===== config.mk =====
export PLATFORM = sky130hd
export DESIGN_NAME = pbmd_div
export DESIGN_NICKNAME = d
export VERILOG_FILES = /design/src/hdl/pbmd_pkg.sv /design/src/hdl/pbmd_div.sv
export SDC_FILE = /design/constraint.sdc
export NUM_CORES = 1
export LEC_CHECK = 0
export ABC_AREA = 0
export BUFFER_PORTS_ARGS = -buffer_cell sky130_fd_sc_hd__buf_4
export CAP_MARGIN = 40
export CELL_PAD_IN_SITES_DETAIL_PLACEMENT = 0
export CELL_PAD_IN_SITES_GLOBAL_PLACEMENT = 1
export CORE_AREA = 3 3 94 96
export CTS_CLUSTER_DIAMETER = 150
export DETAILED_ROUTE_END_ITERATION = 16
export DIE_AREA = 0 0 97 99
export PLACE_DENSITY_LB_ADDON = 0.1
export SYNTH_ARGS = -nofsm -noshare
export SYNTH_HDL_FRONTEND = slang
export SYNTH_SLANG_ARGS = --single-unit

===== constraint.sdc =====
create_clock -name clk -period 5.05 [get_ports clk]
set_input_delay 0.7575 -clock clk [delete_from_list [all_inputs] [get_ports clk]]
set_output_delay 0.7575 -clock clk [all_outputs]
set_load 0.02 [all_outputs]

===== src/hdl/pbmd_pkg.sv =====
// Shared types and constants for the bilinear mesh deposit block.
// Depends on nothing; every other file of the block imports it.
`timescale 1ns / 1ps
`default_nettype none

package pbmd_pkg;

    // Fixed field widths of the request and response channels.
    localparam int POS_FIELD_BITS  = 16;
    localparam int NODE_INDEX_BITS = 11;
    localparam int NODE_VALUE_BITS = 48;

    // Width of one reciprocal digit that the weight divider multiplies per cycle.
    localparam int RECIP_DIGIT_BITS = 16;

    // Request codes.
    localparam logic REQ_DEPOSIT = 1'b0;
    localparam logic REQ_READ    = 1'b1;

    typedef enum logic [2:0] {
        ST_IDLE,
        ST_READ,
        ST_MUL,
        ST_START,
        ST_DIV
    } pbmd_state_t;

endpackage

`default_nettype wire


===== src/hdl/pbmd_div.sv =====
// Divider by a fixed divisor: floor(num / DIVISOR) by multiplication with the
// rounded-up reciprocal, one reciprocal digit per cycle. Depends on pbmd_pkg.
`timescale 1ns / 1ps
`default_nettype none

module pbmd_div #(
    parameter int NUM_BITS = 33,
    parameter int DIVISOR  = 1024
) (
    input  wire logic                clk,
    input  wire logic                rst_n,
    input  wire logic                start,
    input  wire logic [NUM_BITS-1:0] num,
    output logic                     busy,
    output logic [NUM_BITS-1:0]      quot
);
    import pbmd_pkg::*;

    // The reciprocal carries NUM_BITS + clog2(DIVISOR) fraction bits, so the
    // truncated product equals the exact floor for every numerator.
    localparam int DW    = RECIP_DIGIT_BITS;
    localparam int L     = $clog2(DIVISOR);
    localparam int S     = NUM_BITS + L;
    localparam int MW    = NUM_BITS + 1;
    localparam int STEPS = (MW + DW - 1) / DW;
    localparam int PW    = STEPS * DW;
    localparam int TW    = NUM_BITS + DW;
    localparam int SH    = S - DW * (STEPS - 1);
    localparam int CW    = $clog2(STEPS + 1);

    localparam logic [S:0]    POW        = (S+1)'(1) << S;
    localparam logic [S:0]    RECIP_FULL = (POW + (S+1)'(DIVISOR - 1)) / (S+1)'(DIVISOR);
    localparam logic [PW-1:0] RECIP      = PW'(RECIP_FULL);

    logic                busy_reg;
    logic [CW-1:0]       count_reg;
    logic [NUM_BITS-1:0] num_reg;
    logic [PW-1:0]       recip_reg;
    logic [TW-1:0]       acc_reg;
    logic [TW-1:0]       acc_next;
    logic [TW-1:0]       quot_wide;

    // Each step drops the digit's low bits; later partial products start above
    // them, so no carry out of the dropped bits is ever lost.
    always_comb
    begin
        acc_next = (acc_reg >> DW) + TW'(num_reg) * TW'(recip_reg[DW-1:0]);
    end

    always_ff @(posedge clk or negedge rst_n)
    begin
        if (!rst_n)
        begin
            busy_reg  <= 1'b0;
            count_reg <= '0;
        end
        else if (start)
        begin
            busy_reg  <= 1'b1;
            count_reg <= CW'(STEPS);
        end
        else if (busy_reg)
        begin
            count_reg <= count_reg - 1'b1;
            if (count_reg == CW'(1))
            begin
                busy_reg <= 1'b0;
            end
        end
    end

    always_ff @(posedge clk)
    begin
        if (start)
        begin
            num_reg   <= num;
            recip_reg <= RECIP;
            acc_reg   <= '0;
        end
        else if (busy_reg)
        begin
            acc_reg   <= acc_next;
            recip_reg <= recip_reg >> DW;
        end
    end

    assign quot_wide = acc_reg >> SH;
    assign busy      = busy_reg;
    assign quot      = quot_wide[NUM_BITS-1:0];

endmodule

`default_nettype wire


# Word level (Yosys, flattened, before mapping)
# Index checks and enable logic that the tools add are counted.
# W data, S select, Z words.
dict set report word_totals {
  wordCells 15
  input_bits 36
  regBits 88
}
dict set report op_classes {
  n_eq_ne 1
  multipliers 1
  add_sub_neg 2
  n_reduce_logical 1
  n_mux 5
}
# cell n
set op_table {}
lappend op_table {{$add A33 B35 Y36} 1}
lappend op_table {{$mul A33 B1 Y34} 1}
lappend op_table {{$mux W2} 2}
lappend op_table {{$mux W1} 3}
lappend op_table {{$eq A2 B1 Y1 const B} 1}
lappend op_table {{$reduce_bool A2 Y1} 1}
lappend op_table {{$sub A2 B1 Y2 const B} 1}

# Logic depth before layout (Yosys ltp)
dict set report logic_depth {
  ltp_word 4
  ltp_mapped 14
  ltp_nobuf 8
}

# Worst setup path after synthesis
# No wires, ideal clock.
dict set report synth_path {
  path_type {flip-flop to flip-flop}
  start {register recip_reg[1]}
  end {register acc_reg[25]}
  setup_time_ps 101
  arrival_ps 2716
  required_time_ps 4949
  slack_ps 2233
  stages_incl_launch_ff 14
  synth_period_minus_slack_ps 2817
  cell_sequence {dfxtp_1 > buf_4 > buf_6 > clkbuf_1 > clkbuf_1 > and2_1 > ha_1 > a21o_1 > o21bai_1 > nor3_2 > a21o_1 > buf_4 > nor2_1 > o41ai_1}
}
dict set report synth_via {
  elab_chain_cells 2
}
# element line
set synth_rtl {}
lappend synth_rtl {{start, declared} pbmd_div.sv:38} ;# logic [PW-1:0] recip_reg;
lappend synth_rtl {{start signal, assigned} pbmd_div.sv:83} ;# recip_reg <= recip_reg >> DW;
lappend synth_rtl {{$mul A33 B1 Y34} pbmd_div.sv:47} ;# acc_next = (acc_reg >> DW) + TW'(num_reg) * TW'(recip_reg[DW-1:0]);
lappend synth_rtl {{$add A33 B35 Y36} pbmd_div.sv:47}
lappend synth_rtl {{end signal, assigned} pbmd_div.sv:82} ;# acc_reg <= acc_next;
lappend synth_rtl {{end, declared} pbmd_div.sv:39} ;# logic [TW-1:0] acc_reg;
# Every way passes these cells.
# A chain may end at the register's enable or synchronous reset.

# Worst setup path after layout
dict set report layout_path {
  start {register recip_reg[1]}
  end {register acc_reg[27]}
}
# Same word-level chain as after synthesis.

==> metrics.md <==
| Metric | Value |
|---|---|
| Most numerous cell in the Yosys netlist | nand2_1 |
| Post-placement cell count | 502 |
| Post-Syn Area per Cell | 9.94 sq um |
| DR WL/cell | 16.9 um |
| First-pass detailed-route iteration total | 4 |
| Initial antenna violation count | 0 |
| Post-DP HPWL | 6450 um |
| Horiz. Die Dim | 97 um |
| Crit-path max FO | 35 |
| Predominant post-synthesis flop cell | edfxtp_1 |
| Vias in the first global route | 2,818 |
| Async set-reset flop share out of synthesis | 4.76% |
| Crit share post-route | 58.3% |
| Total Neg Setup Slack | 0 ns |
| Final Non-Filler Cells | 518 |
| Sink Count | 63 |
| Place WS | 2.16 ns |
| Worst hold path class | in -> async |
| F_max | 0.340 GHz |
| Ports | 70 |
| FF+latch count, synth | 63 |
| Clk_lat worst skew | 0.36 ns |
| RSZ-0062 raised after global routing | no |
| Final antenna-violating net count | 0 |
| EDFF count, synth | 33 |
| Hold Buf Count CTS | 0 |
| Port buffer count | 60 |
| Via count | 2,852 |
| Setup violators final | 0 |
| FP Rows | 33 |
| Tot GR Track Use | 18.6% |
| Via density | 5.51 |
| Diode count | 0 |
| Syn Inst Count | 350 |
| Final nets | 462 |
| Min cycle time layout | 2.94 ns |
| DRT iter0 DRCs | 141 |
| CP Launch Type | flip-flop |
| First-pass GRT wire length | 14,100 um |
| Setup bufs post-CTS | 0 |
| Post-synth top cells | nand2_1 (35), edfxtp_1 (33), dfxtp_1 (27), o21ai_0 (24), nor2_1 (22) |
| Lkg Pwr | 1.70 nW |
| Critical Path RT | 5.30 ns |
| Ys Warns | 0 |
| Synth top area cells | edfxtp_1 (28%), dfxtp_1 (16%), ha_1 (6.5%) |
| Die Height | 99 um |
| DIE AREA | 0.00960 sq mm |
| Yosys top cell area share | 28.5% |
| Gpl congestion | 0.864 |
| Most area-hungry cell type in the Yosys netlist | edfxtp_1 |
| Synthesis-to-layout area growth | 19.0% |
| Max incr delay on CP | 0.46 ns |
| Min Hold Slack | 0.166 ns |
| CTS tree | done |
| Total wire length | 8770 um |
| Crit-path cells | buf_4 -> and2_1 -> ha_1 -> and4_1 -> a21oi_1 -> o32a_1 -> a21o_1 -> nor3_1 -> a2111oi_1 |
| Root Buffer | clkbuf_8 |
| Post-Syn Area | 0.00348 sq mm |
| Drt drc | 0 |
| Yosys cell types | 61 |
| Total grt overflow | 0 |
| Clk slew on worst S/H paths | 0.08 ns |
| Slew @ Worst Pin | 0.768 ns |
| Final Util | 50.9% |
| Maxcap violations | 0 |
| Layout cell share with drive strength beyond 1 | 22.8% |
| Worst VDD drop | 0.000162 V |
| Post-synthesis sequential area ratio | 46.2% |
| Status | complete, no violations |
| Final clock skew | 0.0104 ns |
| Max reg flops | 33 |
| H-tree depth | 3 |
| Pwr/cell area | 327 mW/mm^2 |
| Setup CP Type | reg -> reg |
| WP data arrival | 3.19 ns |
| Slowest library cell on the worst path | dfxtp_1 |
| Post-CTS Resized | 0 |
| Rel. slew slack | 48.6% |
| Setup ws final | 2.11 ns |
| Final Max Tran Viols | 0 |
| Element type at the critical path end | flip-flop |
| CORE AREA | 0.00813 sq mm |
| Starting density of the core | 42.8% |
| Hold Fails Final Rpt | 0 |
| Largest net degree at the start of global routing | 44 |
| CTS max path bufs | 2 |
| Total CTS buffers | 9 |
==> per-stage QoR <==
stage	area, sq um	power [mW]
2_1_floorplan	3510	0.843
3_3_place_gp	3950	0.944
3_5_place_dp	3960	0.952
4_1_cts	4140	1.37
5_1_grt	4140	1.42
6_report	4140	1.35
==> cells by family (layout without fill, tap and decap cells) <==
group / Yosys count / count (layout) / share of synthesized area, %
and+or+nand+nor: 135 / 135 / 20.5
other: 1 / 9 / 0.108
muxes: 2 / 2 / 0.575
xor gates and xnor gates: 7 / 7 / 1.76
DFF: 63 / 63 / 46.2
buffers and inverters: 27 / 82 / 4.93
AOI/OAI and AO/OA: 97 / 97 / 19.5
adders and majority gates: 18 / 18 / 6.47
==> per-layer routing <==
| layer | part of all wire [%] | routed length [um] | track usage, % | vias to the layer above |
|---|---|---|---|---|
| met4 | 2.3 | 203 | 9.72 | 0 |
| met3 | 5.3 | 468 | 4.18 | 16 |
| met2 | 48 | 4170 | 30.1 | 77 |
| met1 | 45 | 3930 | 23.3 | 1336 |
| li1 | - | - | - | 1423 |
| met5 | 0 | 0 | 0 | - |
==> layout make-up <==
cell class	count	area, sq um
Clock buffer	10	138
Timing Repair Buffer	62	473
Clock inverter	6	43.8
Tap cell	105	131
Fill cell	769	3990
Multi-Input combinational cell	268	1730
Inverter	4	15.0
Sequential cell	63	1610
==> final timing paths <==
kind	slack, ns	depth (start not counted)	endpoint	startpoint
max	2.11	9	acc_reg[27]	recip_reg[1]
max in group asynchronous	4.79	1	count_reg[0]	rst_n
max reg2reg	2.11	9	acc_reg[27]	recip_reg[1]
min	0.17	1	count_reg[1]	rst_n
min reg2reg	0.46	1	recip_reg[33]	recip_reg[33]
min in group clk	0.46	1	recip_reg[33]	recip_reg[33]
==> power breakdown <==
group	switching (mW)	leakage, nW	internal (mW)	total (mW)
Clock	0.223	0.0892	0.193	0.416
Combinational	0.169	1.04	0.120	0.289
Sequential	0.0515	0.573	0.596	0.648
==> worst max-delay path, delay by kind of cell, from the launching register on <==
kind            cells  cell delay, ns
compound gates      4            1.21
simple gates        3            0.52
flops               1            0.46
buf+inv             1            0.37
fa+ha+maj           1            0.23
==> placed cells by master (no fill, tap or decap), drive strengths merged, types with 3 or more instances in the layout <==
master,netlist,final
a21o,8,8
conb,1,9
clkbuf,6,10
edfxtp,33,33
a41oi,3,3
o21bai,3,3
o211ai,5,5
ha,18,18
dfrtp,3,3
nand4,6,6
o21ai,24,24
nand3,21,21
o31ai,3,3
buf,17,62
nor3,6,6
nand2,35,35
a32o,3,3
xnor2,7,7
and4,5,5
and3,7,7
o21a,4,4
a2111oi,4,4
dfxtp,27,27
and2,21,21
nor2,22,22
inv,4,6
a21oi,20,20
a22oi,4,4
or3,3,3
No activity file was read; power rests on OpenSTA's default activity.
